File: src/rtl/core/grid_clearance_square_dp_unit_macros.svh
// Assertion macros for the grid clearance square block.
`ifndef GRID_CLEARANCE_SQUARE_DP_UNIT_MACROS_SVH
`define GRID_CLEARANCE_SQUARE_DP_UNIT_MACROS_SVH

// Check that the consequent holds in the same cycle as the antecedent.
`define GCSQ_ASSERT_IMPLY(lbl, clk, rst_n, ante, cons, msg) \
    lbl: assert property (@(posedge clk) disable iff (!rst_n) (ante) |-> (cons)) \
        else $error(msg);

// Check that a condition never holds.
`define GCSQ_ASSERT_NEVER(lbl, clk, rst_n, cond, msg) \
    lbl: assert property (@(posedge clk) disable iff (!rst_n) !(cond)) else $error(msg);

`endif

File: src/rtl/core/gcsq_pkg.sv
// Shared constants and types of the grid clearance square block.
package gcsq_pkg;

    localparam int MAX_WIDTH_DEF = 1024;

    localparam int COL_W  = 10;
    localparam int ROW_W  = 16;
    localparam int SIZE_W = 11;
    localparam int GW_W   = 11;
    localparam int CHAR_W = 8;

    localparam int CFG_IDX_W  = 1;
    localparam int CFG_DATA_W = 16;

    localparam logic [CFG_IDX_W-1:0] CFG_IDX_GRID_WIDTH  = 1'd0;
    localparam logic [CFG_IDX_W-1:0] CFG_IDX_GRID_HEIGHT = 1'd1;

    localparam logic [GW_W-1:0]  GRID_WIDTH_RST  = 11'd1024;
    localparam logic [ROW_W-1:0] GRID_HEIGHT_RST = 16'd1024;

    localparam logic [SIZE_W-1:0] SIZE_SAT = {SIZE_W{1'b1}};

    localparam int FIFO_DEPTH = 2;

    // One classified item as it travels from the front to the back
    typedef struct packed {
        logic             err;
        logic             obst;
        logic             last;
        logic [COL_W-1:0] col;
        logic [ROW_W-1:0] row;
    } t_item;

    // Queue status seen by both sides
    typedef struct packed {
        logic full;
        logic avail;
    } t_fifo_stat;

endpackage

File: src/rtl/core/gcsq_fifo.sv
// Short queue of classified items between the front and the back.
module gcsq_fifo (
    input  logic                i_clk,
    input  logic                i_rst_n,
    input  logic                i_push,
    input  gcsq_pkg::t_item     i_item,
    input  logic                i_pop,
    output gcsq_pkg::t_item     o_head,
    output gcsq_pkg::t_fifo_stat o_stat
);
    localparam int PW = (gcsq_pkg::FIFO_DEPTH > 1) ? $clog2(gcsq_pkg::FIFO_DEPTH) : 1;
    localparam int CW = $clog2(gcsq_pkg::FIFO_DEPTH + 1);
    localparam logic [PW-1:0] LAST_PTR = PW'(gcsq_pkg::FIFO_DEPTH - 1);
    localparam logic [CW-1:0] DEPTH_C  = CW'(gcsq_pkg::FIFO_DEPTH);

    gcsq_pkg::t_item r_mem [gcsq_pkg::FIFO_DEPTH];
    logic [PW-1:0]   r_wr_ptr;
    logic [PW-1:0]   r_rd_ptr;
    logic [CW-1:0]   r_count;

    assign o_head       = r_mem[r_rd_ptr];
    assign o_stat.full  = (r_count == DEPTH_C);
    assign o_stat.avail = (r_count != '0);

    // Store the pushed item
    always_ff @(posedge i_clk) begin
        if (i_push) begin
            r_mem[r_wr_ptr] <= i_item;
        end
    end

    // Advance pointers and track the fill level
    always_ff @(posedge i_clk) begin
        if (!i_rst_n) begin
            r_wr_ptr <= '0;
            r_rd_ptr <= '0;
            r_count  <= '0;
        end else begin
            if (i_push) begin
                r_wr_ptr <= (r_wr_ptr == LAST_PTR) ? '0 : r_wr_ptr + PW'(1);
            end
            if (i_pop) begin
                r_rd_ptr <= (r_rd_ptr == LAST_PTR) ? '0 : r_rd_ptr + PW'(1);
            end
            case ({i_push, i_pop})
                2'b10:   r_count <= r_count + CW'(1);
                2'b01:   r_count <= r_count - CW'(1);
                default: r_count <= r_count;
            endcase
        end
    end

endmodule

File: config.mk
export PLATFORM = sky130hd
export DESIGN_NAME = gcsq_fifo
export DESIGN_NICKNAME = d
export VERILOG_FILES = /design/src/rtl/core/grid_clearance_square_dp_unit_macros.svh /design/src/rtl/core/gcsq_pkg.sv /design/src/rtl/core/gcsq_fifo.sv
export SDC_FILE = /design/constraint.sdc
export NUM_CORES = 1
export LEC_CHECK = 0
export ABC_CLOCK_PERIOD_IN_PS = 2100
export BUFFER_PORTS_ARGS = -buffer_cell sky130_fd_sc_hd__buf_2
export CAP_MARGIN = 20
export CELL_PAD_IN_SITES_DETAIL_PLACEMENT = 1
export CELL_PAD_IN_SITES_GLOBAL_PLACEMENT = 1
export CORE_AREA = 2 2 85 87
export DETAILED_ROUTE_END_ITERATION = 10
export DIE_AREA = 0 0 87 89
export PLACE_DENSITY = 0.63
export SYNTH_ARGS = -nofsm -noshare
export SYNTH_HDL_FRONTEND = slang
export SYNTH_SLANG_ARGS = --single-unit
File: constraint.sdc
create_clock -name i_clk -period 2.1 [get_ports i_clk]
set_input_delay 0.105 -clock i_clk [delete_from_list [all_inputs] [get_ports i_clk]]
set_output_delay 0.105 -clock i_clk [all_outputs]
set_load 0.02 [all_outputs]
# Yosys cells after proc, flatten, opt, wreduce, memory -nomap -nowiden
# Memory sizes are Yosys's and may differ from the RTL's. A register that Yosys moved wholly into a read port is not among the register bits.
# Cells that the tools add are included.
# totals
register_bits,4
wordCells,20
memories,1
input_bits,33
ram_bits,58
# memory_table
memory,words,word_bits,rd,rd_ports_with_merged_regs,wr,line,text
r_mem,2,29,1,1,1,gcsq_fifo.sv:16,gcsq_pkg::t_item r_mem [gcsq_pkg::FIFO_DEPTH];
# op_classes
n_mux,7
n_reduce_logical,2
n_eq_ne,3
n_addsub,4
# op_table
cell,count
$mux W1,6
$eq A2 B2 Y1 const B,2
$pmux W2 S2,1
$reduce_bool A2 Y1,2
$add A1 B1 Y1 const B,2
$add A2 B1 Y2 const B,1
$eq A2 B1 Y1 const B,1
$sub A2 B1 Y2 const B,1

# Longest topological paths before layout
# depth
ltp_word,4
depth_mapped,5
depth_no_buf,5

# Worst setup path before layout
# No wires, ideal clock.
# synth_path
path_type,reg2reg
start,register r_wr_ptr
end,memory r_mem[0][0] (netlist name) (enable)
n_path_buf,0
required_time_ps,1683
path_stages_with_launch,2
setup_time_ps,417
arrival_ps,1573
period_less_slack_ps,1990
path_slack_ps,110
path_cell_list,dfxtp_1 nor2_1
# synth_rtl
element,line,text
start: declaration,gcsq_fifo.sv:17,logic [PW-1:0] r_wr_ptr;
start signal: assignment,gcsq_fifo.sv:40,r_wr_ptr <= (r_wr_ptr == LAST_PTR) ? '0 : r_wr_ptr + PW'(1);
end: declaration,gcsq_fifo.sv:16,
# Straight into the memory's write port.

==> flow_summary_export.csv <==
group,metric,value,unit
run_status,status,"finished, final reports clean",
logic_synthesis,syn_nets,146,
clock_tree,clkTransAtPathRegs,0.07,ns
clock_tree,clockBufferDepth,2,
drt,drt_iter0_drc,30,
die,start_util,34.3,%
finish,stdcell_count,300,
finish,final_nets,249,
timing,tns,0,ns
power,powerDensity,854,nW/um^2
placement,hpwl,2760,um
grt,antenna_found_initial,0,
drt,wl_per_cell,14.9,um
logic_synthesis,syn-cell-area,2300,sq um
grt,track_usage,12.3,%
setup_path,crit_slowest_cell,"mux2_2",
power,combPwrFrac,14.2,%
power,seqPwrFrac,53.9,%
setup_path,worst_r2r_path_depth,2,
clock_tree,hold_buffers,29,
clock_tree,htreeDepth,3,
setup_path,timing.rr.end,"r_mem[1][6]",
grt,overflow,0,
drt,dr.pass1.iters,4,
clock_tree,cts_root_buf,"clkbuf_8",
placement,post-place-cells,255,
die,core,6720,sq um
timing,rsz0062_at_grt,"no",
setup_path,setup.worst_path.start_class,"flop",
timing,fin_skew,0.00706,ns
timing,finalSetupViolCount,0,
min_path,min_path_cells,2,
logic_synthesis,yosys_register_bits,63,
clock_tree,cts_tree,"yes",
power,max-vdd-ir-drop,348,uV
setup_path,crit_end,"o_head[26]",
setup_path,cpPeakStageDelay,0.39,ns
clock_tree,cts_resized,0,
setup_path,arrival,1.55,ns
setup_path,path_class,"reg2out",
drt,ant_nets,0,
finish,num_antenna_cells,0,
clock_tree,numCtsBuffers,9,
finish,layout-drive-gt1-share,51.8,%
placement,gp_congestion,0.754,
placement,io_buffer_count,63,
power,leakagePower,0.00122,uW
die,die_area,7740,sq um
logic_synthesis,synth_warnings,0,
finish,area_growth,38.1,%
logic_synthesis,synthCells,112,
setup_path,r2r_slack,0.91,ns
timing,hold_viol,0,
timing,worst_pin_slew,0.414,ns
timing,fin_crit_sh,78.8,%
grt,grt_max_degree,31,
setup_path,path_cells,"buf_4 -> mux2_2 -> buf_2",
grt,grt_pass1_vias,1452,
timing,finalMaxSlewViolations,0,
min_path,hold_path.class,"in2reg",
die,dieWidth,87,um
die,rows,30,
setup_path,crit_fanout,29,
drt,wl,4470,um
timing,fmax,0.605,GHz
power,switching_share,24.8,%
drt,vias,1318,
timing,slew_headroom,72.4,%
clock_tree,clk_latency,0.33,ns
clock_tree,postCtsSetupBuffers,0,
setup_path,cp-end-kind,"output port",
grt,grt_pass1_wl,6870,um
logic_synthesis,synth.distinct_cells,18,
die,dieHeight,89,um
timing,fin_crit,1.65,ns
setup_path,path_buf_inv,2,
logic_synthesis,seq_area_frac_synth,79.9,%
power,pwr-share-clk,31.8,%
setup_path,crit_family,"buffers and inverters",
drt,drc,0,
setup_path,path_depth,3,
drt,vias_per_cell,4.39,
finish,fill_cells,672,
run,drv_cap,0,
finish,final_common_cell,"buf_2",
power,switchingPower,674,uW
die,ios,64,
finish,final_cell_mix,"63 x buf_2, 58 x edfxtp_1, 29 x mux2_2, 29 x dlygate4sd3_1, 9 x clkbuf_8",
clock_tree,clock_sinks,63,
setup_path,r2r_start,"r_wr_ptr",
logic_synthesis,postSynthAreaPerCell,20.6,sq um
setup_path,cp.required,2.00,ns
power,intPower,2040,uW
==> registers in the layout, indices dropped and copies added (netlist names), named ones only <==
name	flops
r_wr_ptr	1
r_rd_ptr	1
r_count	2
r_mem	58
==> metrics by stage <==
stage          total power [uW]  setup slack [ns]  instance area [sq um]  utilization, %  hold WS [ns]
2_1_floorplan              1710             0.110                   2300               -         0.204
3_3_place_gp               1830             0.795                   2730            40.6         0.293
3_5_place_dp               1840             0.776                   2730            40.6         0.296
4_1_cts                    2760             0.411                   3180            47.4        0.0417
5_1_grt                    2840             0.375                   3180            47.4        0.0504
6_report                   2720             0.446                   3180            47.4        0.0541
==> power groups by stage <==
stage / Combinational, uW / Clock, uW / Sequential, uW
after floorplan: 225 / 0 / 1490
after global placement: 343 / 0 / 1490
after detailed placement: 351 / 0 / 1490
after CTS: 395 / 900 / 1470
after global routing: 420 / 948 / 1470
final: 387 / 864 / 1470
==> area by class of cell <==
type | count | area [sq um] | share of cell area, %
flip-flops and latches | 63 | 1840 | 57.9
repair buffers | 95 | 628 | 19.7
multi-input cells | 45 | 444 | 14.0
clock buffers | 9 | 124 | 3.89
well taps | 80 | 100 | 3.15
clock inverters | 7 | 40.0 | 1.26
inverters | 1 | 3.75 | 0.118
==> cells by family (layout without fill, tap and decap cells) <==
| kind of cell | count (synthesis) | count (layout) | synth area share (%) |
|---|---|---|---|
| flip-flops | 63 | 63 | 79.9 |
| XOR/XNOR | 3 | 3 | 1.14 |
| adder cells (fa/ha/maj) | 1 | 1 | 0.543 |
| AND/OR/NAND/NOR | 9 | 9 | 2.44 |
| buffers and inverters | 4 | 112 | 0.923 |
| multiplexers | 29 | 29 | 14.2 |
| AO/OA/AOI/OAI | 3 | 3 | 0.869 |
==> synth_stat cells <==
cell / count / area (sq um)
a21boi_1: 1 / 7.51
and2_1: 4 / 25.0
and2b_2: 1 / 8.76
buf_2: 2 / 10.0
buf_4: 1 / 7.51
dfxtp_1: 5 / 100
edfxtp_1: 58 / 1740
ha_1: 1 / 12.5
inv_1: 1 / 3.75
mux2_2: 29 / 327
nor2_1: 1 / 3.75
nor2b_1: 1 / 6.26
o21a_1: 1 / 7.51
o21ai_0: 1 / 5.00
or2_2: 1 / 6.26
or3_1: 1 / 6.26
xnor2_1: 2 / 17.5
xor2_1: 1 / 8.76
==> how the worst min path moves through the flow <==
stage | start | to | slack (ns)
2_1_floorplan | i_item[0] | r_mem[0][0] | 0.20
3_3_place_gp | i_item[21] | r_mem[1][21] | 0.29
3_5_place_dp | i_item[9] | r_mem[0][9] | 0.30
4_1_cts | i_rst_n | r_wr_ptr | 0.04
5_1_grt | i_rst_n | r_wr_ptr | 0.05
6_report | i_rst_n | r_count[0] | 0.05
==> layer usage <==
layer	part of all wire, %	GRT usage [%]	routed length (um)
met1	43	14.5	1910
met2	51	20.6	2270
met3	5.1	3.32	228
met4	1.3	6.25	59
met5	0	0	0
==> worst register-to-register path: cells and delay by family (launching register included) <==
kind | cells | cell delay [ns]
buffers and inverters | 1 | 0.36
flip-flops | 1 | 0.35
AND/OR/NAND/NOR | 1 | 0.13
(Power assumes the default switching activity.)
