===== config.mk =====
export PLATFORM = sky130hd
export DESIGN_NAME = gcsq_front_flat
export DESIGN_NICKNAME = d
export VERILOG_FILES = /design/src/rtl/core/grid_clearance_square_dp_unit_macros.svh /design/src/rtl/core/gcsq_pkg.sv /design/src/rtl/core/gcsq_in_if.sv /design/src/rtl/core/gcsq_front.sv /design/src/flat_wrapper.sv
export SDC_FILE = /design/constraint.sdc
export NUM_CORES = 1
export LEC_CHECK = 0
export ABC_AREA = 1
export BUFFER_PORTS_ARGS = -buffer_cell sky130_fd_sc_hd__buf_2
export CORE_UTILIZATION = 30
export CTS_CLUSTER_SIZE = 20
export DETAILED_ROUTE_END_ITERATION = 16
export PLACE_DENSITY = 0.51
export SYNTH_ARGS = -nofsm -noshare
export SYNTH_HDL_FRONTEND = slang
export SYNTH_SLANG_ARGS = --single-unit

===== constraint.sdc =====
create_clock -name i_clk -period 7.7 [get_ports i_clk]
set_input_delay 1.155 -clock i_clk [delete_from_list [all_inputs] [get_ports i_clk]]
set_output_delay 1.155 -clock i_clk [all_outputs]
set_load 0.02 [all_outputs]

===== src/rtl/core/grid_clearance_square_dp_unit_macros.svh =====
// Assertion macros for the grid clearance square block.
`ifndef GRID_CLEARANCE_SQUARE_DP_UNIT_MACROS_SVH
`define GRID_CLEARANCE_SQUARE_DP_UNIT_MACROS_SVH

// Check that the consequent holds in the same cycle as the antecedent.
`define GCSQ_ASSERT_IMPLY(lbl, clk, rst_n, ante, cons, msg) \
    lbl: assert property (@(posedge clk) disable iff (!rst_n) (ante) |-> (cons)) \
        else $error(msg);

// Check that a condition never holds.
`define GCSQ_ASSERT_NEVER(lbl, clk, rst_n, cond, msg) \
    lbl: assert property (@(posedge clk) disable iff (!rst_n) !(cond)) else $error(msg);

`endif


===== src/rtl/core/gcsq_pkg.sv =====
// Shared constants and types of the grid clearance square block.
package gcsq_pkg;

    localparam int MAX_WIDTH_DEF = 1024;

    localparam int COL_W  = 10;
    localparam int ROW_W  = 16;
    localparam int SIZE_W = 11;
    localparam int GW_W   = 11;
    localparam int CHAR_W = 8;

    localparam int CFG_IDX_W  = 1;
    localparam int CFG_DATA_W = 16;

    localparam logic [CFG_IDX_W-1:0] CFG_IDX_GRID_WIDTH  = 1'd0;
    localparam logic [CFG_IDX_W-1:0] CFG_IDX_GRID_HEIGHT = 1'd1;

    localparam logic [GW_W-1:0]  GRID_WIDTH_RST  = 11'd1024;
    localparam logic [ROW_W-1:0] GRID_HEIGHT_RST = 16'd1024;

    localparam logic [SIZE_W-1:0] SIZE_SAT = {SIZE_W{1'b1}};

    localparam int FIFO_DEPTH = 2;

    // One classified item as it travels from the front to the back
    typedef struct packed {
        logic             err;
        logic             obst;
        logic             last;
        logic [COL_W-1:0] col;
        logic [ROW_W-1:0] row;
    } t_item;

    // Queue status seen by both sides
    typedef struct packed {
        logic full;
        logic avail;
    } t_fifo_stat;

endpackage


===== src/rtl/core/gcsq_in_if.sv =====
// Input channel: one raw map character per item.
interface gcsq_in_if;
    logic       valid;
    logic       ready;
    logic [7:0] map_char;

    modport source (output valid, output map_char, input ready);
    modport sink   (input valid, input map_char, output ready);
endinterface


===== src/rtl/core/gcsq_front.sv =====
// Front part: configuration, character classification and raster position tracking.
module gcsq_front #(
    parameter int MAX_WIDTH = gcsq_pkg::MAX_WIDTH_DEF
) (
    input  logic                                i_clk,
    input  logic                                i_rst_n,
    input  logic                                i_cfg_we,
    input  logic [gcsq_pkg::CFG_IDX_W-1:0]      i_cfg_idx,
    input  logic [gcsq_pkg::CFG_DATA_W-1:0]     i_cfg_data,
    gcsq_in_if.sink                             i_in,
    input  gcsq_pkg::t_fifo_stat                i_fifo_stat,
    output logic                                o_push,
    output gcsq_pkg::t_item                     o_item
);
    // Compare width that covers both the width register and the largest row
    localparam int WB  = $clog2(MAX_WIDTH + 1);
    localparam int WCW = (WB > gcsq_pkg::GW_W) ? WB : gcsq_pkg::GW_W;
    localparam logic [WCW-1:0] W_CAP = WCW'(MAX_WIDTH);

    localparam logic [7:0] CH_SPACE = 8'h20;
    localparam logic [7:0] CH_TAB   = 8'h09;
    localparam logic [7:0] CH_LF    = 8'h0A;
    localparam logic [7:0] CH_CR    = 8'h0D;
    localparam logic [7:0] CH_S     = 8'h53;
    localparam logic [7:0] CH_W     = 8'h57;
    localparam logic [7:0] CH_T     = 8'h54;
    localparam logic [7:0] CH_AT    = 8'h40;
    localparam logic [7:0] CH_O     = 8'h4F;

    logic [gcsq_pkg::GW_W-1:0]  r_grid_width;
    logic [gcsq_pkg::ROW_W-1:0] r_grid_height;
    logic [gcsq_pkg::COL_W-1:0] r_col;
    logic [gcsq_pkg::ROW_W-1:0] r_row;
    logic                       r_full;

    logic                       acc;
    logic                       is_ws;
    logic                       is_obst;
    logic [WCW-1:0]             gw_ext;
    logic [WCW-1:0]             eff_w;
    logic [WCW-1:0]             col_p1;
    logic [gcsq_pkg::ROW_W-1:0] eff_h;
    logic [gcsq_pkg::ROW_W-1:0] n_row;
    logic                       full_now;
    logic                       wrap;
    logic                       done;

    // Accept whenever the queue has room
    assign i_in.ready = !i_fifo_stat.full;
    assign acc        = i_in.valid && i_in.ready;

    // Classify the character
    assign is_ws   = (i_in.map_char == CH_SPACE) || (i_in.map_char == CH_TAB) ||
                     (i_in.map_char == CH_LF) || (i_in.map_char == CH_CR);
    assign is_obst = (i_in.map_char == CH_S) || (i_in.map_char == CH_W) ||
                     (i_in.map_char == CH_T) || (i_in.map_char == CH_AT) ||
                     (i_in.map_char == CH_O);

    // Clamp the grid size to legal values
    assign gw_ext = WCW'(r_grid_width);
    always_comb begin
        if (r_grid_width == '0) begin
            eff_w = WCW'(1);
        end else if (gw_ext > W_CAP) begin
            eff_w = W_CAP;
        end else begin
            eff_w = gw_ext;
        end
    end
    assign eff_h = (r_grid_height == '0) ? gcsq_pkg::ROW_W'(1) : r_grid_height;

    // Work out where this cell sits and whether it ends the grid
    assign full_now = r_full || (r_row >= eff_h);
    assign col_p1   = WCW'(r_col) + WCW'(1);
    assign wrap     = (col_p1 >= eff_w);
    assign n_row    = r_row + gcsq_pkg::ROW_W'(1);
    assign done     = wrap && ((n_row >= eff_h) || (n_row == '0));

    // Hand the classified item to the queue
    assign o_push      = acc && !is_ws;
    assign o_item.err  = full_now;
    assign o_item.obst = is_obst;
    assign o_item.last = !full_now && done;
    assign o_item.col  = full_now ? '0 : r_col;
    assign o_item.row  = full_now ? '0 : r_row;

    // Hold configuration and advance the raster position
    always_ff @(posedge i_clk) begin
        if (!i_rst_n) begin
            r_grid_width  <= gcsq_pkg::GRID_WIDTH_RST;
            r_grid_height <= gcsq_pkg::GRID_HEIGHT_RST;
            r_col         <= '0;
            r_row         <= '0;
            r_full        <= 1'b0;
        end else begin
            if (i_cfg_we) begin
                case (i_cfg_idx)
                    gcsq_pkg::CFG_IDX_GRID_WIDTH: begin
                        r_grid_width <= i_cfg_data[gcsq_pkg::GW_W-1:0];
                    end
                    gcsq_pkg::CFG_IDX_GRID_HEIGHT: begin
                        r_grid_height <= i_cfg_data[gcsq_pkg::ROW_W-1:0];
                    end
                    default: begin
                    end
                endcase
            end
            if (o_push) begin
                if (full_now) begin
                    r_full <= 1'b1;
                end else if (wrap) begin
                    r_col <= '0;
                    r_row <= n_row;
                    if (done) begin
                        r_full <= 1'b1;
                    end
                end else begin
                    r_col <= col_p1[gcsq_pkg::COL_W-1:0];
                end
            end
        end
    end

endmodule


===== src/flat_wrapper.sv =====
// flat-port wrapper written by rule: the top's interface ports become plain ports
module gcsq_front_flat 
#(
    parameter int MAX_WIDTH = gcsq_pkg::MAX_WIDTH_DEF
)
  (i_clk, i_rst_n, i_cfg_we, i_cfg_idx, i_cfg_data, i_fifo_stat, o_push, o_item, i_in_valid, i_in_map_char, i_in_ready);
  gcsq_in_if i_in_i ();
  input  logic i_clk;
  input  logic i_rst_n;
  input  logic i_cfg_we;
  input  logic [gcsq_pkg::CFG_IDX_W-1:0] i_cfg_idx;
  input  logic [gcsq_pkg::CFG_DATA_W-1:0] i_cfg_data;
  input  gcsq_pkg::t_fifo_stat i_fifo_stat;
  output logic o_push;
  output gcsq_pkg::t_item o_item;
  input wire logic [$bits(i_in_i.valid)-1:0] i_in_valid;
  input wire logic [$bits(i_in_i.map_char)-1:0] i_in_map_char;
  output wire logic [$bits(i_in_i.ready)-1:0] i_in_ready;
  assign i_in_i.valid = i_in_valid;
  assign i_in_i.map_char = i_in_map_char;
  assign i_in_ready = i_in_i.ready;
  gcsq_front #(.MAX_WIDTH(MAX_WIDTH)) u_core (.i_clk(i_clk), .i_rst_n(i_rst_n), .i_cfg_we(i_cfg_we), .i_cfg_idx(i_cfg_idx), .i_cfg_data(i_cfg_data), .i_in(i_in_i), .i_fifo_stat(i_fifo_stat), .o_push(o_push), .o_item(o_item));
endmodule

Word-level counts from Yosys, hierarchy flattened
Cells that the tools add are included.
{ "totals": {"input_bits": 31, "output_inout_bits": 31, "regBits": 54} }
{ "op_classes": {"muxes": 9, "n_bitwise": 2, "reduce_logical": 26, "add_sub_neg": 2, "eq_ne": 9, "order_cmp": 4} }
{ "op_table": {"columns": ["op", "count"], "rows": [
  ["8-bit by 7-bit equality test with 1-bit output, second input constant", 5],
  ["16-bit >= comparator", 2],
  ["16-bit logical NOT", 2],
  ["16-bit two-way mux", 2],
  ["8-bit by 4-bit equality test with 1-bit output, second input constant", 3],
  ["11-bit two-way mux", 2],
  ["10-bit two-way mux", 2],
  ["16-bit by 1-bit adder with 16-bit output, second input constant", 1],
  ["10-bit by 1-bit adder with 11-bit output, second input constant", 1],
  ["11-bit >= comparator", 1],
  ["11-bit greater-than comparator, second input constant", 1],
  ["11-bit logical NOT", 1],
  ["1-bit logical OR", 9],
  ["8-bit by 6-bit equality test with 1-bit output, second input constant", 1],
  ["2-bit AND reduction", 3],
  ["3-bit AND reduction", 2],
  ["1-bit logical AND", 4],
  ["2-bit nonzero test", 2],
  ["1-bit logical NOT", 3],
  ["1-bit two-way mux", 3],
  ["1-bit NOT", 2]
]} }

Depth between registers and ports, before layout
Gate-level depths: netlist (run 1).
{ "depth": {"ltp_word": 8, "ltp_mapped": 21} }

Worst setup path before layout (run 1)
OpenSTA, ideal clock, no wires.
{ "synth_timing": {"path_type": "reg-to-output", "from": "register u_core.r_col[0] (netlist bit)", "to": "output o_item[26] (netlist bit)", "n_path_buf": 0, "arrival_time_ns": 2.411, "slack_ns": 4.134, "path_stages_with_launch": 15, "cell_sequence": "dfxtp_1 inv_1 nor3_2 nand3_1 or2_1 nor2_1 nand2_1 xor2_1 ha_1 nand2_1 nor2_1 nand3b_1 nand4_2 nand2_1 nor2_1"} }
{ "synth_rtl": {"columns": ["item", "line", "text"], "rows": [
  ["start: declaration", "gcsq_front.sv:32", "logic [gcsq_pkg::COL_W-1:0] r_col;"],
  ["start signal: assignment", "gcsq_front.sv:118", "r_col <= col_p1[gcsq_pkg::COL_W-1:0];"],
  ["end: declaration", "flat_wrapper.sv:15", "output gcsq_pkg::t_item o_item;"]
]} }

==> metrics.md, run 1 <==
| Metric | Value |
|---|---|
| Clock tree sinks | `54` |
| Layout cells sized above 1 | `around 14%` |
| Ys async rst share | `0%` |
| Top cells by area, synth | `dfxtp_1 (27%), ha_1 (14%), nand2_1 (12%), nor2_1 (8.4%), inv_1 (7.6%)` |
| Core area | `about 0.013 sq mm` |
| Crit-path slowest cell | `dfxtp_1` |
| RSZ-0062 raised after global routing | `no` |
| Avg Cell Area, Syn | `approximately 6.5 sq um` |
| CTS H-tree lvls | `2` |
| Fin nets | `around 740` |
| First-pass GRT wire length | `between 15000 and 20000 um` |
| Tmin final | `around 4.5 ns` |
| Initial antenna violation count | `0` |
| N_diodes | `0` |
| Post-CTS setup buffers | `0` |
| Initial Util | `between 30% and 40%` |
| Die area | `about 0.014 sq mm` |
| Post-synth top area cell | `dfxtp_1` |
| Worst slew pin tran | `just over 1 ns` |
| Final instance area | `~0.0046 sq mm` |
| Critical path arrival | `approximately 3.4 ns` |
| Critical Path Fanout Max | `28` |
| Row count | `between 40 and 50` |
| Die height | `around 120 um` |
| Layout Cells excl Fill | `around 840` |
| Synth Register Bits | `54` |
| Max-cap violations | `0` |
| Overflow after GRT | `0` |
| Global placement routability congestion | `approximately 0.86` |
| Clock tree root driver cell | `clkbuf_16` |
| I/O Pins | `62` |
| Clock transition at the registers of the reported paths | `0.08 ns` |
| CP startpoint | `u_core.r_col[0]$_SDFFE_PN0P_` |
| Min-delay worst type | `flop to flop` |
| Longest Clk Path Bufs | `2` |
| Vias/cell | `4.77` |
| Status | `completed` |
| Mapped Nets | `roughly 690` |
| EDFF count, synth | `0` |
| Max-slew violations | `0` |
| DRT iter0 DRCs | `between 150 and 200` |
| Relative slew slack | `between 30% and 40%` |
| Gr usage total | `16.1%` |
| DR vias | `about 4000` |
| Worst EP required | `approximately 6.6 ns` |
| DPL Wire Length | `8580 um` |
| Fin. Hold Viols | `0` |
| Setup WS pre-CTS | `3.53 ns` |
| Leakage power | `around 2.3 nW` |
| Worst clock skew | `around 0.007 ns` |
| DP Area | `between 0.004 and 0.005 sq mm` |
| Final setup TNS | `0 ns` |
| Vias in the first global route | `between 3000 and 4000` |
| Max Fclk | `between 200 and 250 MHz` |
| Placed cells | `approximately 830` |
| Total iterations of the first detailed-routing run | `6` |
| Final setup fails | `0` |
| Fin worst setup slack | `~3.2 ns` |
| CTS hold repair buffers | `0` |
| CTS tree | `done` |
| Slowest stage delay, CP | `0.39 ns` |
| Fin crit share | `approximately three fifths` |
| Post-route ant nets | `0` |
| HP Start | `u_core.r_col[9]$_SDFFE_PN0P_` |
| Max VDD drop | `approximately 0.10 mV` |
| Setup crit start kind | `flop` |
| Number of remaining DRC errors | `0` |
| Largest net degree at the start of global routing | `31` |
| Power Density | `145 mW/mm^2` |
| Final wirelength | `10900 um` |
| Netlist cell types | `40` |
| Yosys warns | `0` |
| Cts repair resizes | `0` |
| DR WL/cell | `13.0 um` |
| Worst-skew pair later-pin latency | `roughly 0.29 ns` |
| Die X | `roughly 120 um` |
| Commonest non-fill, non-tap cell in the layout | `nand2_1` |
| Seq/Total Area, Yosys | `between 20% and 30%` |
| Syn-to-layout area delta | `14.9%` |
| Ys flop type | `dfxtp_1` |
| Crit. End Element | `primary output` |
| IO Port Bufs | `60` |
| Cells after Synth | `between 600 and 700` |
| Mapped cell area | `between 0.004 and 0.005 sq mm` |
| R2R Path Start | `u_core.r_grid_height[12]$_SDFFE_PN0P_` |
| Yosys top cell area share | `between 20% and 30%` |
| Most frequent cells in the layout | `nand2_1 (128), nor2_1 (90), inv_1 (81)` |
| Clock buffers created by TritonCTS | `5` |
| Critical Path, Cell by Cell | `inv_1 -> nor3_2 -> nand3_1 -> or2_1 -> nor2_1 -> nand2_1 -> xor2_1 -> ha_1 -> nand2_1 -> nor2_1 -> nand3b_1 -> nand4_2 -> buf_4 -> nand2_1 -> nor2_1 -> buf_2` |
| CP Class | `flop to primary output` |
per-stage QoR:
step | util, % | power, mW | hold slack (ns)
after floorplan | - | 0.375 | 0.444
after global placement | 34.7 | 0.404 | 0.458
after detailed placement | 34.7 | 0.408 | 0.464
after CTS | 36.0 | 0.676 | 0.476
after global routing | 36.0 | 0.704 | 0.493
final | 36.0 | 0.669 | 0.470
cell type report:
class / count / area, sq um
Tap cell: 172 / 215
Sequential cell: 54 / 1080
Clock inverter: 3 / 48.8
Multi-Input combinational cell: 460 / 2530
Timing Repair Buffer: 61 / 308
Fill cell: 1427 / 8200
Clock buffer: 5 / 125
Inverter: 84 / 315
power by group:
part | switching (mW) | internal, mW | total, mW
logic | 0.0685 | 0.0345 | 0.103
clock network | 0.113 | 0.156 | 0.269
registers | 0.00705 | 0.290 | 0.297
worst paths after layout:
kind,to,cells past startpoint,slack [ns]
setup reg to reg,u_core.r_row[11]$_SDFFE_PN0P_,14,3.90
hold / removal,u_core.r_col[9]$_SDFFE_PN0P_,2,0.47
setup / recovery,o_item[26],16,3.17
hold reg to reg,u_core.r_col[9]$_SDFFE_PN0P_,2,0.47
metal layers:
layer / wire (um) / global-route usage [%] / up-vias
met4: 219 / 4.65 / 0
met1: 5290 / 20.8 / 1811
met3: 345 / 1.94 / 19
met5: 0 / 0 / -
met2: 5030 / 28.0 / 61
li1: - / - / 2112
synthesized netlist by cell type (2+ instances only):
cell type	instances
inv_2	2
buf_4	2
inv_1	81
nand3b_1	4
o211ai_1	2
o21ai_0	41
nor4_1	6
xor2_1	6
nand3_1	39
nand2_2	4
nor2_4	5
nand2_1	128
clkbuf_1	9
o31ai_1	2
nand4_2	2
ha_1	45
dfxtp_1	54
nor2_2	3
nand4_1	7
nor2_1	90
nor3_2	2
a21oi_1	55
nor3_1	5
buf_2	7
a21oi_2	2
cells by family after synthesis:
kind of cell / synth area share (%)
AND/OR/NAND/NOR: 33.1
AO/OA/AOI/OAI: 14.5
buffers and inverters: 10.3
flip-flops: 26.9
adder cells (fa/ha/maj): 14.0
XOR/XNOR: 1.31
critical path: cells and delay by family (launching register included):
kind / cells / cell delay, ns
simple gates: 11 / 1.59
buf+inv: 3 / 0.63
flops: 1 / 0.39
fa+ha+maj: 1 / 0.30
xor+xnor: 1 / 0.16
sequential cells by signal (all words and copies together) (netlist names):
signal and count:
u_core.r_grid_height 16, u_core.r_row 16, u_core.gw_ext 11, u_core.r_col 10, u_core.r_full 1
Note: power is estimated with default switching activity, not from simulation.
==> inputs of run 2 (changes only) <==
PLACE_DENSITY = 0.52   (was 0.51)
clock period = 4.07 ns   (was 7.7 ns; I/O delays follow)
==> metrics.md, run 2 (same netlist as run 1, synthesis figures left out) <==
| Metric | Value |
|---|---|
| DR WL/cell | `12.9 um (-0.60%)` |
| CP Class | `flop to primary output` |
| Worst slew pin tran | `0.943 ns (-0.0796 ns)` |
| R2R Setup Slk | `0.83 ns (-3.07 ns)` |
| Max-slew violations | `0 (unchanged)` |
| Placed cells | `833 (+0.24%)` |
| Tmin final | `about 3.6 ns` |
| Cts repair resizes | `0 (unchanged)` |
| Commonest non-fill, non-tap cell in the layout | `nand2_1` |
| Min-delay worst type | `flop to flop` |
| Longest Clk Path Bufs | `2 (unchanged)` |
| DRT iter0 DRCs | `170 (+4.9%)` |
| Gate power share | `16.3% (+0.9 points)` |
| Worst-skew pair later-pin latency | `0.30 ns (about the same)` |
| Fin crit share | `between 80% and 90%` |
| N_diodes | `0 (unchanged)` |
| Clock transition at the registers of the reported paths | `0.08 ns (about the same)` |
| Layout cells sized above 1 | `14.1% (+0.26 points)` |
| Critical Path Fanout Max | `6 (-79%)` |
| Largest net degree at the start of global routing | `31 (unchanged)` |
| Status | `completed` |
| Max-cap violations | `0 (unchanged)` |
| Layout Cells excl Fill | `841 (+0.24%)` |
| Crit. End Element | `primary output` |
| DPL Wire Length | `8680 um (+1.1%)` |
| Final setup fails | `0 (unchanged)` |
| CTS H-tree lvls | `2 (unchanged)` |
| Switch share | `29.9% (+1.7 points)` |
| Overflow after GRT | `0 (unchanged)` |
| Core area | `0.0128 sq mm (unchanged)` |
| Worst EP required | `3.46 ns (-3.09 ns)` |
| Gr usage total | `16.1% (-0.065 points)` |
| IO Port Bufs | `60 (unchanged)` |
| Max Fclk | `between 200 and 300 MHz` |
| Total iterations of the first detailed-routing run | `4 (-2)` |
| Vias/cell | `4.81 (+0.78%)` |
| Power Internal | `0.844 mW (+76%)` |
| RSZ-0062 raised after global routing | `no` |
| Clock buffers created by TritonCTS | `5 (unchanged)` |
| Worst clock skew | `0.00559 ns (-0.00127 ns)` |
| Final setup TNS | `0 ns (unchanged)` |
| Initial Util | `31.4% (unchanged)` |
| Clock tree root driver cell | `clkbuf_16` |
| Final wirelength | `10800 um (-0.37%)` |
| Most frequent cells in the layout | `nand2_1 (128), nor2_1 (90), inv_1 (81)` |
| CTS hold repair buffers | `0 (unchanged)` |
| Power Density | `261 mW/mm^2 (+80%)` |
| Global placement routability congestion | `0.840 (-2.0%)` |
| Initial antenna violation count | `0 (unchanged)` |
| Row count | `41 (unchanged)` |
| Post-route ant nets | `0 (unchanged)` |
| Sequential power share | `46.6% (+2.2 points)` |
| Number of remaining DRC errors | `0 (unchanged)` |
| Syn-to-layout area delta | `14.6%` |
| Vias in the first global route | `3993 (+2.4%)` |
| Post-CTS setup buffers | `0 (unchanged)` |
| I/O Pins | `62 (unchanged)` |
| Fin. Hold Viols | `0 (unchanged)` |
| Fin nets | `744 (+0.27%)` |
| Setup crit start kind | `flop` |
| Die X | `118 um (unchanged)` |
| Leakage power | `2.25 nW (about the same)` |
| Max VDD drop | `0.154 mV (+47%)` |
| Die height | `118 um (unchanged)` |
| Psw | `0.360 mW (+91%)` |
| Clk pwr share | `37.1% (-3.1 points)` |
| Critical path arrival | `3.03 ns (-0.34 ns)` |
| First-pass GRT wire length | `18300 um (-0.89%)` |
| DR vias | `4044 (+1.0%)` |
| Relative slew slack | `37.0% (+5.3 points)` |
| Die area | `0.0139 sq mm (unchanged)` |
| Clock tree sinks | `54 (unchanged)` |
| CTS tree | `done` |
run 2: cell count changes in the layout (fill, tap and decap cells not counted), sizes merged:
cell	change
clkinv	+2
bufinv	-1
buf	+2
inv	-1
run 2: final cells by class:
class                   count  area, sq um
clock buffers               5          125
clock inverters             3         21.3
fillers                  1462         8220
inverters                  84          315
multi-input cells         460         2530
flip-flops and latches     54         1080
well taps                 172          215
repair buffers             63          323
run 2: power by group through the flow:
stage	clock, mW	sequential [mW]	combinational (mW)
6_report	0.447	0.561	0.196
5_1_grt	0.471	0.564	0.225
4_1_cts	0.456	0.561	0.199
3_5_place_dp	0	0.574	0.198
3_3_place_gp	0	0.573	0.193
2_1_floorplan	0	0.570	0.139
run 2: worst max-delay path: stages (launching register included):
cell and delay (ns):
dfxtp_1 0.45, ha_1 0.24, nand3_1 0.15, nor2_2 0.18, nand2_1 0.11, inv_2 0.06
nand2_1 0.04, nand2_1 0.07, nand2_1 0.09, ha_1 0.30, nand2_1 0.05, inv_1 0.07
nand3_1 0.10, nor2_1 0.18, and3_1 0.19, nor2_1 0.05, nand2_1 0.07, nand2_1 0.07
nor2_1 0.09, buf_2 0.18
run 2: metrics by stage:
step	utilization (%)	cell area, sq um	hold slack [ns]	setup slack [ns]	power (mW)
global route	35.9	4610	0.496	0.194	1.26
detailed placement	34.8	4460	0.469	0.712	0.772
finish	35.9	4610	0.476	0.429	1.20
CTS	35.9	4610	0.479	0.382	1.22
floorplan	-	4020	0.444	1.05	0.709
global placement	34.8	4460	0.457	0.802	0.766
run 2: metal layers:
layer  vias up  routed length [um]  GRT usage (%)
li1       2109                   -              -
met1      1845                5110           20.1
met2        77                5200           28.4
met3        13                 369           2.23
met4         0                 170           4.73
met5         -                   0              0
run 2: final timing paths:
kind	cells after the start	startpoint	end
min reg2reg	2	u_core.r_col[9]$_SDFFE_PN0P_	u_core.r_col[9]$_SDFFE_PN0P_
min	2	u_core.r_col[9]$_SDFFE_PN0P_	u_core.r_col[9]$_SDFFE_PN0P_
max	19	u_core.r_row[1]$_SDFFE_PN0P_	o_item[26]
max reg2reg	16	u_core.r_col[0]$_SDFFE_PN0P_	u_core.r_row[12]$_SDFFE_PN0P_
==> inputs of run 3 (changes only) <==
CORE_ASPECT_RATIO = 0.7   (was unset)
PLACE_DENSITY = 0.51   (was 0.52)
clock period = 4.6 ns   (was 4.07 ns; I/O delays follow)
==> metrics.md, run 3 (same netlist as run 1, synthesis figures left out) <==
| Metric | Value |
|---|---|
| Die height | `98.9 um (-16%)` |
| Final setup TNS | `0 ns (unchanged)` |
| R2R Path Start | `u_core.r_grid_height[12]$_SDFFE_PN0P_` |
| Fin. Hold Viols | `0 (unchanged)` |
| Layout cells sized above 1 | `13.9% (-0.15 points)` |
| Fin nets | `744 (unchanged)` |
| CTS H-tree lvls | `2 (unchanged)` |
| Final wirelength | `11400 um (+4.9%)` |
| Initial Util | `31.5% (+0.15 points)` |
| DPL Wire Length | `9140 um (+5.3%)` |
| Min-delay worst type | `flop to flop` |
| Power Density | `232 mW/mm^2 (-11%)` |
| Setup crit start kind | `flop` |
| DR WL/cell | `13.7 um (+6.2%)` |
| Overflow after GRT | `0 (unchanged)` |
| WP depth | `13 (-6)` |
| Longest Clk Path Bufs | `2 (unchanged)` |
| Syn-to-layout area delta | `14.1%` |
| DRT iter0 DRCs | `248 (+46%)` |
| Max-slew violations | `0 (unchanged)` |
| Clock buffers created by TritonCTS | `5 (unchanged)` |
| Status | `completed` |
| Commonest non-fill, non-tap cell in the layout | `nand2_1` |
| Hold depth | `2 (unchanged)` |
| Worst-skew pair later-pin latency | `0.30 ns (about the same)` |
| Vias/cell | `4.86 (+1.1%)` |
| HP Start | `u_core.r_col[9]$_SDFFE_PN0P_` |
| Relative slew slack | `36.9% (-0.15 points)` |
| Die X | `140 um (+19%)` |
| Tmin final | `roughly 3.8 ns` |
| Core area | `0.0128 sq mm (-0.49%)` |
| Final setup fails | `0 (unchanged)` |
| Worst EP required | `3.91 ns (+0.45 ns)` |
| Crit. End Element | `primary output` |
| Leakage power | `2.25 nW (about the same)` |
| Post-route ant nets | `0 (unchanged)` |
| Critical Path, Cell by Cell | `nor4_1 -> a41o_1 -> ha_1 -> inv_1 -> a21oi_1 -> o21ai_0 -> nand2_1 -> nand3_1 -> nand2_1 -> nand4_2 -> buf_4 -> nor2_1 -> buf_2` |
| R2R Setup Slk | `1.19 ns (+0.36 ns)` |
| Initial antenna violation count | `0 (unchanged)` |
| Number of remaining DRC errors | `0 (unchanged)` |
| Total iterations of the first detailed-routing run | `5 (+1)` |
| Slowest stage delay, CP | `0.62 ns (+0.17 ns)` |
| I/O Pins | `62 (unchanged)` |
| Clock tree sinks | `54 (unchanged)` |
| Die area | `0.0139 sq mm (about the same)` |
| Max Fclk | `~260 MHz` |
| N_diodes | `0 (unchanged)` |
| DR vias | `4040 (-0.099%)` |
| CTS tree | `done` |
| Global placement routability congestion | `0.805 (-4.2%)` |
| Worst hold path endpoint | `u_core.r_col[9]$_SDFFE_PN0P_` |
| Reg2reg end | `u_core.r_col[1]$_SDFFE_PN0P_` |
| Cts repair resizes | `0 (unchanged)` |
| Largest net degree at the start of global routing | `31 (unchanged)` |
| Setup WS pre-CTS | `1.11 ns (+0.393 ns)` |
| CP Class | `flop to primary output` |
| First-pass GRT wire length | `18700 um (+2.1%)` |
| Worst clock skew | `0.0109 ns (+0.00526 ns)` |
| Max-cap violations | `0 (unchanged)` |
| Max VDD drop | `0.148 mV (-3.7%)` |
| Gr usage total | `17.0% (+0.92 points)` |
| WP buf/inv | `3 (unchanged)` |
| RSZ-0062 raised after global routing | `no` |
| CTS hold repair buffers | `0 (unchanged)` |
| Depth of the most critical reg-to-reg path | `16 (unchanged)` |
| Post-CTS setup buffers | `0 (unchanged)` |
| Largest delay contributor family on the critical path | `simple AND/OR/NAND/NOR gates` |
| Critical Path Fanout Max | `18 (+12)` |
| Fin crit share | `82.8%` |
| Row count | `34 (-17%)` |
| Critical path arrival | `3.12 ns (+0.09 ns)` |
| Vias in the first global route | `3745 (-6.2%)` |
| Most frequent cells in the layout | `nand2_1 (128), nor2_1 (90), inv_1 (81)` |
| Clock tree root driver cell | `clkbuf_16` |
| Crit-path slowest cell | `nor4_1` |
| Fin worst setup slack | `0.790 ns (+0.361 ns)` |
| Worst slew pin tran | `0.946 ns (+0.00228 ns)` |
| IO Port Bufs | `60 (unchanged)` |
| Most Frequent Cell on Critical Path | `nand2_1` |
| Clock transition at the registers of the reported paths | `0.07 ns (about the same)` |
run 3: changes by cell type in the layout (fill, tap and decap cells not counted), sizes merged:
cell / previous run / this run
clkbuf: 5 / 6
clkinvlp: 1 / 0
run 3: worst max path at each step:
| stage | start | endpoint | slack [ns] |
|---|---|---|---|
| floorplan | u_core.r_col[0]$_SDFFE_PN0P_ | o_item[26] | 1.50 |
| global placement | u_core.r_grid_height[12]$_SDFFE_PN0P_ | o_item[8] | 1.13 |
| detailed placement | u_core.r_grid_height[12]$_SDFFE_PN0P_ | o_item[8] | 1.11 |
| CTS | u_core.r_grid_height[12]$_SDFFE_PN0P_ | o_item[8] | 0.78 |
| global route | u_core.r_row[1]$_SDFFE_PN0P_ | o_item[26] | 0.50 |
| finish | u_core.r_grid_height[12]$_SDFFE_PN0P_ | o_item[8] | 0.79 |
run 3: where the power goes:
group | internal, mW | leakage, nW | switching, mW
logic | 0.0590 | 1.74 | 0.118
clock network | 0.203 | 0.0708 | 0.186
registers | 0.485 | 0.441 | 0.0126
run 3: through the flow:
stage | utilization, % | total power [mW] | hold slack (ns) | cell area, sq um | std cells
after floorplan | - | 0.627 | 0.444 | 4020 | 618
after global placement | 34.9 | 0.680 | 0.459 | 4450 | 823
after detailed placement | 34.9 | 0.685 | 0.459 | 4450 | 823
after CTS | 36.0 | 1.07 | 0.470 | 4590 | 831
after global routing | 36.0 | 1.12 | 0.512 | 4590 | 831
final | 36.0 | 1.06 | 0.466 | 4590 | 831
run 3: worst reg2reg max path: cells and delay by family, from the launching register on:
family                   cells  cell delay (ns)
AND/OR/NAND/NOR              7             1.45
adder cells (fa/ha/maj)      1             0.15
flip-flops                   1             0.32
buffers and inverters        3             0.65
AO/OA/AOI/OAI                5             0.74
run 3: area by class of cell:
class                   instances  area [sq um]
fillers                      1410          8170
repair buffers                 63           323
multi-input cells             460          2530
clock buffers                   6           129
flip-flops and latches         54          1080
inverters                      84           315
well taps                     162           203
clock inverters                 2          13.8
run 3: routing by layer:
metal | up-vias | wire length, um | part of all wire (%) | global-route usage (%)
li1 | 2103 | - | - | -
met1 | 1845 | 6300 | 55 | 26.3
met2 | 84 | 4450 | 39 | 24.2
met3 | 8 | 564 | 5.0 | 3.01
met4 | 0 | 67 | 0.59 | 3.04
met5 | - | 0 | 0 | 0
